## src/design/ball_intake_sequencer_core_macros.svh

```systemverilog
// Assertion helpers for the intake sequencer core.
`ifndef BALL_INTAKE_SEQUENCER_CORE_MACROS_SVH
`define BALL_INTAKE_SEQUENCER_CORE_MACROS_SVH

// The consequent must hold in the same cycle as the antecedent.
`define BIS_ASSERT_SAME(label, clk, rst_n, ante, cons, msg) \
	label: assert property (@(posedge clk) disable iff (!rst_n) (ante) |-> (cons)) \
		else $error(msg);

// The consequent must hold in the cycle after the antecedent.
`define BIS_ASSERT_NEXT(label, clk, rst_n, ante, cons, msg) \
	label: assert property (@(posedge clk) disable iff (!rst_n) (ante) |=> (cons)) \
		else $error(msg);

`endif

```

## src/design/bis_pkg.sv

```systemverilog
package bis_pkg;

	// Drive values are milli-units of full scale.
	localparam int DRIVE_W     = 10;
	localparam int DRIVE_LIMIT = 1000;
	localparam int FULL_SCALE  = 1000;
	localparam logic [DRIVE_W-1:0] FULL_DRIVE =
		DRIVE_W'((FULL_SCALE > DRIVE_LIMIT) ? DRIVE_LIMIT : FULL_SCALE);

	// Default capacity of the ball store.
	localparam int MAX_BALLS_DEF = 15;

	// Field widths that the interface fixes.
	localparam int COUNT_OUT_W = 4;
	localparam int STEP_W      = 2;
	localparam int CFG_IDX_W   = 2;

	// Register reset values.
	localparam logic [COUNT_OUT_W-1:0] START_COUNT_RST   = '0;
	localparam logic [DRIVE_W-1:0]     INTAKE_SPEED_RST  = DRIVE_W'(500);
	localparam logic [DRIVE_W-1:0]     CONVEYOR_BASE_RST = DRIVE_W'(500);
	localparam logic [DRIVE_W-1:0]     CONVEYOR_STEP_RST = DRIVE_W'(75);

	// Configuration register indexes.
	typedef enum logic [CFG_IDX_W-1:0] {
		REG_START_COUNT   = 2'd0,
		REG_INTAKE_SPEED  = 2'd1,
		REG_CONVEYOR_BASE = 2'd2,
		REG_CONVEYOR_STEP = 2'd3
	} cfg_reg_t;

	// Pickup phase, one-hot.
	typedef enum logic [2:0] {
		PH_WAIT = 3'b001,
		PH_MOVE = 3'b010,
		PH_DONE = 3'b100
	} phase_t;

	// Codes reported on the pickup step output.
	localparam logic [STEP_W-1:0] STEP_WAIT = 2'd0;
	localparam logic [STEP_W-1:0] STEP_MOVE = 2'd1;
	localparam logic [STEP_W-1:0] STEP_DONE = 2'd2;

	// Clamp a register-sized drive value at the drive limit.
	function automatic logic [DRIVE_W-1:0] clamp_drive(input logic [DRIVE_W-1:0] v);
		clamp_drive = (v > DRIVE_W'(DRIVE_LIMIT)) ? DRIVE_W'(DRIVE_LIMIT) : v;
	endfunction

endpackage

```

## src/design/ball_intake_sequencer_core.sv

```systemverilog
// Ball intake sequencer core.
// Each input item is one control tick: button levels, pickup and release
// sensor levels, and start, stop and eject requests. Each tick gives exactly
// one result item: conveyor drive, roller drive, ball count and pickup step.
// Both item channels use valid and stall; an item moves at a clock edge with
// valid high and stall low. The configuration channel (cfg_valid, cfg_ready,
// cfg_index, cfg_data) is always ready; the user must write it only while the
// block is idle, which the block itself does not enforce. Writing the start
// count also reloads the ball count. An accepted tick is held in the input
// register, and its result enters the output register when the input register
// moves on, which a stall of the receiver can delay.
// Throughput is one tick per cycle while the receiver does not stall; the state
// update between the input and output registers is short enough for that.
// When the receiver stalls, the result holds in the output register, one more
// tick waits in the input register, and in_stall then rises.
// Reset clears both registers and the control state and loads the register
// reset values; the ball count starts at the reset start count.
`include "ball_intake_sequencer_core_macros.svh"

module ball_intake_sequencer_core #(
	parameter int MAX_BALLS = bis_pkg::MAX_BALLS_DEF
) (
	input  logic clk,
	input  logic arst_n,

	// Tick input channel.
	input  logic in_valid,
	output logic in_stall,
	input  logic eject_button,
	input  logic toggle_button,
	input  logic pickup_clear,
	input  logic release_clear,
	input  logic start_request,
	input  logic stop_request,
	input  logic eject_request,

	// Result channel.
	output logic                              out_valid,
	input  logic                              out_stall,
	output logic [bis_pkg::DRIVE_W-1:0]       conveyor_drive,
	output logic [bis_pkg::DRIVE_W-1:0]       intake_drive,
	output logic [bis_pkg::COUNT_OUT_W-1:0]   stored_balls,
	output logic [bis_pkg::STEP_W-1:0]        pickup_step,

	// Configuration write channel.
	input  logic                              cfg_valid,
	output logic                              cfg_ready,
	input  logic [bis_pkg::CFG_IDX_W-1:0]     cfg_index,
	input  logic [bis_pkg::DRIVE_W-1:0]       cfg_data
);

	localparam int CNT_W  = $clog2(MAX_BALLS + 1);
	localparam int LOAD_W = (CNT_W > bis_pkg::COUNT_OUT_W) ? CNT_W : bis_pkg::COUNT_OUT_W;
	localparam int PROD_W = bis_pkg::DRIVE_W + CNT_W + 1;
	localparam logic [CNT_W-1:0]  MAX_CNT  = CNT_W'(MAX_BALLS);
	localparam logic [LOAD_W-1:0] MAX_LOAD = LOAD_W'(MAX_BALLS);

	// Configuration registers.
	logic [bis_pkg::DRIVE_W-1:0]     intake_speed_q;
	logic [bis_pkg::DRIVE_W-1:0]     conveyor_base_q;
	logic [bis_pkg::DRIVE_W-1:0]     conveyor_step_q;

	// Sequencer state.
	bis_pkg::phase_t phase_q;
	logic            intake_on_q;
	logic            button_held_q;
	logic            eject_pending_q;
	logic            ball_at_exit_q;
	logic [CNT_W-1:0] count_q;

	// Input register.
	logic valid_s1;
	logic eject_button_s1;
	logic toggle_button_s1;
	logic pickup_clear_s1;
	logic release_clear_s1;
	logic start_request_s1;
	logic stop_request_s1;
	logic eject_request_s1;

	// Output register.
	logic                            out_valid_q;
	logic [bis_pkg::DRIVE_W-1:0]     conveyor_q;
	logic [bis_pkg::DRIVE_W-1:0]     intake_q;
	logic [bis_pkg::COUNT_OUT_W-1:0] stored_q;
	logic [bis_pkg::STEP_W-1:0]      step_q;

	// Next-state and result logic.
	logic                        advance;
	logic                        accept;
	logic                        cfg_write;
	logic [CNT_W-1:0]            cfg_load_count;
	logic [LOAD_W-1:0]           start_ext;
	logic                        on_n;
	logic                        pending_n;
	logic                        held_n;
	bis_pkg::phase_t             phase_n;
	logic [CNT_W-1:0]            count_n;
	logic [bis_pkg::DRIVE_W-1:0] conv_n;
	logic [bis_pkg::DRIVE_W-1:0] roll_n;
	logic [PROD_W-1:0]           ramp_sum;
	logic [bis_pkg::DRIVE_W-1:0] ramp_drive;
	logic [LOAD_W-1:0]           count_ext;
	logic [bis_pkg::STEP_W-1:0]  step_n;

	// Handshakes: the input register moves on whenever the output register
	// is empty or being taken.
	assign advance   = valid_s1 && (!out_valid_q || !out_stall);
	assign in_stall  = valid_s1 && !advance;
	assign accept    = in_valid && !in_stall;
	assign cfg_ready = 1'b1;
	assign cfg_write = cfg_valid && cfg_ready;

	// A start count above capacity loads the capacity.
	assign start_ext      = LOAD_W'(cfg_data[bis_pkg::COUNT_OUT_W-1:0]);
	assign cfg_load_count = CNT_W'((start_ext > MAX_LOAD) ? MAX_LOAD : start_ext);

	// Phase-one conveyor ramp grows with the stored count.
	assign ramp_sum   = PROD_W'(conveyor_base_q) + PROD_W'(conveyor_step_q) * PROD_W'(count_q);
	assign ramp_drive = (ramp_sum > PROD_W'(bis_pkg::DRIVE_LIMIT)) ?
		bis_pkg::DRIVE_W'(bis_pkg::DRIVE_LIMIT) : ramp_sum[bis_pkg::DRIVE_W-1:0];

	// One tick of the sequencer.
	always_comb begin
		on_n      = intake_on_q;
		pending_n = eject_pending_q || eject_request_s1;
		held_n    = button_held_q;
		phase_n   = phase_q;
		count_n   = count_q;
		conv_n    = '0;
		roll_n    = '0;

		// Requests apply first, and stop wins over start.
		if (stop_request_s1) begin
			on_n = 1'b0;
		end else if (start_request_s1) begin
			on_n = 1'b1;
		end

		if (eject_button_s1 || pending_n) begin
			// Eject: full speed, count balls leaving past the release sensor.
			phase_n = bis_pkg::PH_WAIT;
			if (ball_at_exit_q && release_clear_s1 && (count_q != '0)) begin
				count_n = count_q - CNT_W'(1);
			end
			if (pending_n && (count_n == '0)) begin
				pending_n = 1'b0;
			end else begin
				conv_n = bis_pkg::FULL_DRIVE;
				roll_n = bis_pkg::FULL_DRIVE;
			end
		end else begin
			// A rising edge of the toggle button flips the intake.
			if (toggle_button_s1) begin
				if (!button_held_q) begin
					on_n = !on_n;
				end
				held_n = 1'b1;
			end else begin
				held_n = 1'b0;
			end

			if (on_n && release_clear_s1) begin
				unique case (phase_q)
					bis_pkg::PH_WAIT: begin
						if (!pickup_clear_s1) begin
							if (count_q < MAX_CNT) begin
								count_n = count_q + CNT_W'(1);
							end
							phase_n = bis_pkg::PH_MOVE;
							conv_n  = bis_pkg::clamp_drive(conveyor_base_q);
						end else begin
							roll_n = bis_pkg::clamp_drive(intake_speed_q);
						end
					end
					bis_pkg::PH_MOVE: begin
						if (pickup_clear_s1) begin
							phase_n = bis_pkg::PH_DONE;
						end else begin
							conv_n = ramp_drive;
						end
					end
					default: begin
						on_n = 1'b0;
					end
				endcase
			end else begin
				phase_n = bis_pkg::PH_WAIT;
				roll_n  = on_n ? bis_pkg::clamp_drive(intake_speed_q) : '0;
			end
		end
	end

	// Report the phase after the tick as a step code.
	always_comb begin
		unique case (phase_n)
			bis_pkg::PH_WAIT: step_n = bis_pkg::STEP_WAIT;
			bis_pkg::PH_MOVE: step_n = bis_pkg::STEP_MOVE;
			default:          step_n = bis_pkg::STEP_DONE;
		endcase
	end

	assign count_ext = LOAD_W'(count_n);

	// Configuration registers.
	always_ff @(posedge clk or negedge arst_n) begin
		if (!arst_n) begin
			intake_speed_q  <= bis_pkg::INTAKE_SPEED_RST;
			conveyor_base_q <= bis_pkg::CONVEYOR_BASE_RST;
			conveyor_step_q <= bis_pkg::CONVEYOR_STEP_RST;
		end else if (cfg_write) begin
			unique case (bis_pkg::cfg_reg_t'(cfg_index))
				// The start count only loads the ball count.
				bis_pkg::REG_START_COUNT:   ;
				bis_pkg::REG_INTAKE_SPEED:  intake_speed_q  <= cfg_data;
				bis_pkg::REG_CONVEYOR_BASE: conveyor_base_q <= cfg_data;
				bis_pkg::REG_CONVEYOR_STEP: conveyor_step_q <= cfg_data;
			endcase
		end
	end

	// Sequencer state; a start count write reloads the ball count.
	always_ff @(posedge clk or negedge arst_n) begin
		if (!arst_n) begin
			phase_q         <= bis_pkg::PH_WAIT;
			intake_on_q     <= 1'b0;
			button_held_q   <= 1'b0;
			eject_pending_q <= 1'b0;
			ball_at_exit_q  <= 1'b0;
			count_q         <= CNT_W'((LOAD_W'(bis_pkg::START_COUNT_RST) > MAX_LOAD) ?
				MAX_LOAD : LOAD_W'(bis_pkg::START_COUNT_RST));
		end else begin
			if (advance) begin
				phase_q         <= phase_n;
				intake_on_q     <= on_n;
				button_held_q   <= held_n;
				eject_pending_q <= pending_n;
				ball_at_exit_q  <= !release_clear_s1;
				count_q         <= count_n;
			end
			if (cfg_write && (bis_pkg::cfg_reg_t'(cfg_index) == bis_pkg::REG_START_COUNT)) begin
				count_q <= cfg_load_count;
			end
		end
	end

	// Input register control.
	always_ff @(posedge clk or negedge arst_n) begin
		if (!arst_n) begin
			valid_s1 <= 1'b0;
		end else if (accept) begin
			valid_s1 <= 1'b1;
		end else if (advance) begin
			valid_s1 <= 1'b0;
		end
	end

	// Input register payload.
	always_ff @(posedge clk) begin
		if (accept) begin
			eject_button_s1  <= eject_button;
			toggle_button_s1 <= toggle_button;
			pickup_clear_s1  <= pickup_clear;
			release_clear_s1 <= release_clear;
			start_request_s1 <= start_request;
			stop_request_s1  <= stop_request;
			eject_request_s1 <= eject_request;
		end
	end

	// Output register control.
	always_ff @(posedge clk or negedge arst_n) begin
		if (!arst_n) begin
			out_valid_q <= 1'b0;
		end else if (advance) begin
			out_valid_q <= 1'b1;
		end else if (!out_stall) begin
			out_valid_q <= 1'b0;
		end
	end

	// Output register payload.
	always_ff @(posedge clk) begin
		if (advance) begin
			conveyor_q <= conv_n;
			intake_q   <= roll_n;
			stored_q   <= count_ext[bis_pkg::COUNT_OUT_W-1:0];
			step_q     <= step_n;
		end
	end

	assign out_valid      = out_valid_q;
	assign conveyor_drive = conveyor_q;
	assign intake_drive   = intake_q;
	assign stored_balls   = stored_q;
	assign pickup_step    = step_q;

	// Both motors run together only at full speed during an eject.
	`BIS_ASSERT_SAME(a_motors_overlap, clk, arst_n,
		out_valid_q && (conveyor_q != '0) && (intake_q != '0),
		(conveyor_q == bis_pkg::FULL_DRIVE) && (intake_q == bis_pkg::FULL_DRIVE),
		"both motors driven outside eject")

	// The ball count never passes the store capacity.
	`BIS_ASSERT_SAME(a_count_limit, clk, arst_n, 1'b1, count_q <= MAX_CNT,
		"ball count above capacity")

	// A tick that leaves the input register always lands in the output register.
	`BIS_ASSERT_NEXT(a_result_lands, clk, arst_n, advance, out_valid_q,
		"tick result lost between registers")

endmodule
```

## config.mk

```make
export PLATFORM = sky130hd
export DESIGN_NAME = ball_intake_sequencer_core
export DESIGN_NICKNAME = d
export VERILOG_FILES = /design/src/design/bis_pkg.sv /design/src/design/ball_intake_sequencer_core.sv
export VERILOG_INCLUDE_DIRS = /design/src /design/src/design
export SDC_FILE = /design/constraint.sdc
export NUM_CORES = 1
export LEC_CHECK = 0
export BUFFER_PORTS_ARGS = -buffer_cell sky130_fd_sc_hd__buf_4
export CORE_UTILIZATION = 54
export CTS_BUF_LIST = sky130_fd_sc_hd__clkbuf_8 sky130_fd_sc_hd__clkbuf_16
export DETAILED_ROUTE_END_ITERATION = 16
export PLACE_DENSITY = 0.77
export SLEW_MARGIN = 10
export SYNTH_ARGS = -nofsm -noshare
export SYNTH_HDL_FRONTEND = slang
export SYNTH_SLANG_ARGS = --single-unit
export TNS_END_PERCENT = 1
```

## constraint.sdc

```tcl
create_clock -name clk -period 4.1 [get_ports clk]
set_input_delay 0.41 -clock clk [delete_from_list [all_inputs] [get_ports clk]]
set_output_delay 0.41 -clock clk [all_outputs]
set_load 0.02 [all_outputs]
```

==> flow_summary_export.csv <==
group,metric,value,unit
status,status,"finished with violations",
status,violations,"setup timing",
critical_path,crit_type,"flip-flop to flip-flop",
logic_synthesis,yosysWarnings,0,
final_layout,final_util,69.3,%
timing,finClkSkew,0.0119,ns
global_route,grt_pass1_wl,19300,um
power,combPwrFrac,72.3,%
timing,setup_ws,-0.145,ns
power,p_per_area,955,nW/um^2
logic_synthesis,synth_cell_types,67,
timing,min_period,4.24,ns
power,power.share.sequential,18.4,%
clock_network,path_clk_slew,0.08,ns
detailed_routing,drc_errors,0,
global_route,grt_max_degree,44,
logic_synthesis,synth-edff-count,33,
place,placedCellCount,694,
floorplanning,ios,53,
floorplanning,start_util,56.0,%
critical_path,crit_path_start,"count_q[2]$_DFFE_PN0P_",
logic_synthesis,synth-async-reset-ratio,56.6,%
detailed_routing,via_per_inst,5.54,
critical_path,cp_max_fo,6,
final_layout,finalNonFillerCells,723,
detailed_routing,via_count,4009,
place,place_area,5970,sq um
critical_path,critical_path.endpoint_type,"flip-flop",
logic_synthesis,syn_inst,502,
logic_synthesis,ys_seq_area_share,40.2,%
detailed_routing,wirelength,12000,um
final_layout,fillers,665,
detailed_routing,first_iter_violations,136,
clock_network,cts_buffers,9,
global_route,grt_pass1_vias,4018,
logic_synthesis,ys_seq_elements,76,
timing,final.period_utilization,104,%
place,io_buffers,51,
floorplanning,die_y,100,um
timing,hold_viol,0,
timing,grt_setup_unrepaired,"true",
min_path,hp-class,"input pin to async pin",
clock_network,cts_sinks,76,
detailed_routing,ant_nets,0,
floorplanning,fp.dieArea,10000,sq um
place,place_congestion,0.898,
global_route,grtUsageTotal,25.3,%
logic_synthesis,synth_top_area_share,19.1,%
floorplanning,fp-row-count,35,
logic_synthesis,yosys-top-cells-area,"edfxtp_1, dfrtp_1, fa_1",
timing,whs,0.0206,ns
logic_synthesis,syn_area_per_cell,10.4,sq um
logic_synthesis,syn-num-nets,578,
power,p_leak,0.00280,uW
power,p_sw,2720,uW
place,dp_hpwl,8750,um
final_layout,n_antenna_cell,0,
global_route,gr-total-overflow,0,
detailed_routing,drtPass1Iterations,4,
critical_path,cp.required,4.29,ns
power,sw_frac_of_total,44.2,%
logic_synthesis,synth_area,5200,sq um
power,vdd_ir_drop_max,0.655,mV
global_route,antenna_found_initial,0,
critical_path,critPathLaunchType,"flip-flop",
critical_path,worstPathArrival,4.44,ns
job,drv_cap,0,
clock_network,cts_tree,"built",
timing,fin_tns_setup,-0.896,ns
critical_path,reg2reg_depth,15,
final_layout,layout.nets,665,
logic_synthesis,synth.most_common_cell,"inv_1",
logic_synthesis,synth-main-ff-cell,"edfxtp_1",
detailed_routing,wire_per_inst,16.6,um
clock_network,insertion_delay,0.36,ns
clock_network,cts_root_buf,"clkbuf_8",
critical_path,r2r-start,"count_q[2]$_DFFE_PN0P_",
timing,worst_slew_pin_slew,0.918,ns
logic_synthesis,synth_common_cells,"inv_1, nand2_1, and2_1, edfxtp_1, mux2_2",
timing,slew_viol_final,0,
clock_network,htreeDepth,3,
clock_network,cts_buffer_depth,2,
timing,setup_violations,9,
power,p_int,3420,uW
floorplanning,coreArea,9280,sq um
floorplanning,die_w,100,um
timing,max_freq,236,MHz
logic_synthesis,yosys.area.top_type,"edfxtp_1",
power,p_clk_share,9.3,%
final_layout,final_layout_size_suffix_gt1_share,36.0,%
final_layout,design_area,6430,sq um
timing,maxSlewHeadroom,38.7,%
final_layout,area_growth,23.8,%
==> layout make-up <==
cell class / count / area [sq um] / area share [%]
multi-input combinational: 352 / 3070 / 47.7
sequential: 76 / 2090 / 32.5
timing repair buffer: 91 / 691 / 10.7
inverter: 59 / 221 / 3.44
tap: 129 / 161 / 2.51
clock buffer: 9 / 124 / 1.93
clock inverter: 7 / 75.1 / 1.17
==> final timing paths <==
path	end	slack [ns]
min in group clk	pickup_clear_s1$_DFFE_PP_	0.22
min	button_held_q$_DFFE_PN0P_	0.02
max in group asynchronous	count_q[2]$_DFFE_PN0P_	3.67
max reg2reg	conveyor_drive[0]$_SDFFCE_PP0P_	-0.14
max	conveyor_drive[0]$_SDFFCE_PP0P_	-0.14
min reg2reg	button_held_q$_DFFE_PN0P_	0.50
==> registers in the layout, summed over array words and instances, names as in the netlist, 2 cells and up <==
register and cells:
conveyor_drive 10, phase_q 3, stored_balls 4, pickup_step 2, count_q 4, conveyor_base_q 10, intake_speed_q 10, conveyor_step_q 10
intake_drive 10
==> power by group through the flow <==
| stage | logic (uW) | clock network, uW | registers (uW) |
|---|---|---|---|
| global placement | 3660 | 0 | 1130 |
| finish | 4440 | 571 | 1130 |
| detailed placement | 3750 | 0 | 1140 |
| CTS | 4110 | 584 | 1120 |
| floorplan | 2580 | 0 | 1160 |
| global route | 4820 | 606 | 1150 |
==> placed cells by master (no fill, tap or decap), types with 4 or more instances in the layout <==
cell type,Yosys,routed
xnor2_1,7,7
dfrtp_2,0,4
mux2i_1,4,4
nor2_1,19,19
a21o_1,5,5
fa_1,25,23
o21ai_0,20,18
nand3_1,18,17
nand2b_1,6,6
mux2_2,30,30
dfstp_2,17,17
a21oi_2,0,5
a21oi_1,26,19
inv_1,59,58
ha_1,27,20
ha_4,0,7
nor3b_1,5,5
edfxtp_1,33,33
nor3_1,5,4
nand2_1,41,40
a31oi_1,4,4
buf_4,2,89
and2_4,0,8
dfrtp_1,26,22
a22oi_1,5,5
clkbuf_8,0,9
and2_1,33,25
==> per-layer routing <==
metal / up-vias / track usage [%] / part of all wire [%]
met2: 106 / 44.5 / 52
met4: 0 / 8.36 / 2.4
met1: 1973 / 31.1 / 42
met5: - / 0 / 0
li1: 1908 / - / -
met3: 22 / 5.22 / 4.2
==> critical path: stages (launching register included) <==
cell and delay (ns):
dfrtp_2 0.46, buf_6 0.13, and2_4 0.13, fa_1 0.50
fa_1 0.49, inv_1 0.05, fa_1 0.49, inv_2 0.05
ha_4 0.23, a21oi_4 0.17, nand2_2 0.09, o211ai_1 0.30
mux2i_1 0.26, a41oi_2 0.22, or2_4 0.34, o31ai_2 0.18
==> repair_timing <==
| item | in CTS | in global routing |
|---|---|---|
| endpoints found under the hold margin | 0 | 0 |
| hold buffers | 0 | 0 |
| pin swaps | 28 | 10 |
| resized for setup | 29 | 12 |
| endpoints found under the setup margin | 10 | 10 |
| setup buffers | 10 | 3 |
==> cells by family after synthesis <==
| kind of cell | synth area share [%] |
|---|---|
| xor+xnor | 1.52 |
| mux | 7.27 |
| fa+ha+maj | 16.1 |
| compound gates | 12.2 |
| other cells | 0.0722 |
| buf+inv | 5.68 |
| simple gates | 16.9 |
| flops | 40.2 |
==> metrics by stage <==
stage | total power [uW] | worst slack [ns]
CTS | 5820 | -0.0576
global route | 6570 | -0.300
detailed placement | 4890 | -0.242
floorplan | 3740 | -0.0684
global placement | 4790 | -0.126
finish | 6140 | -0.145
(Power assumes the default switching activity.)
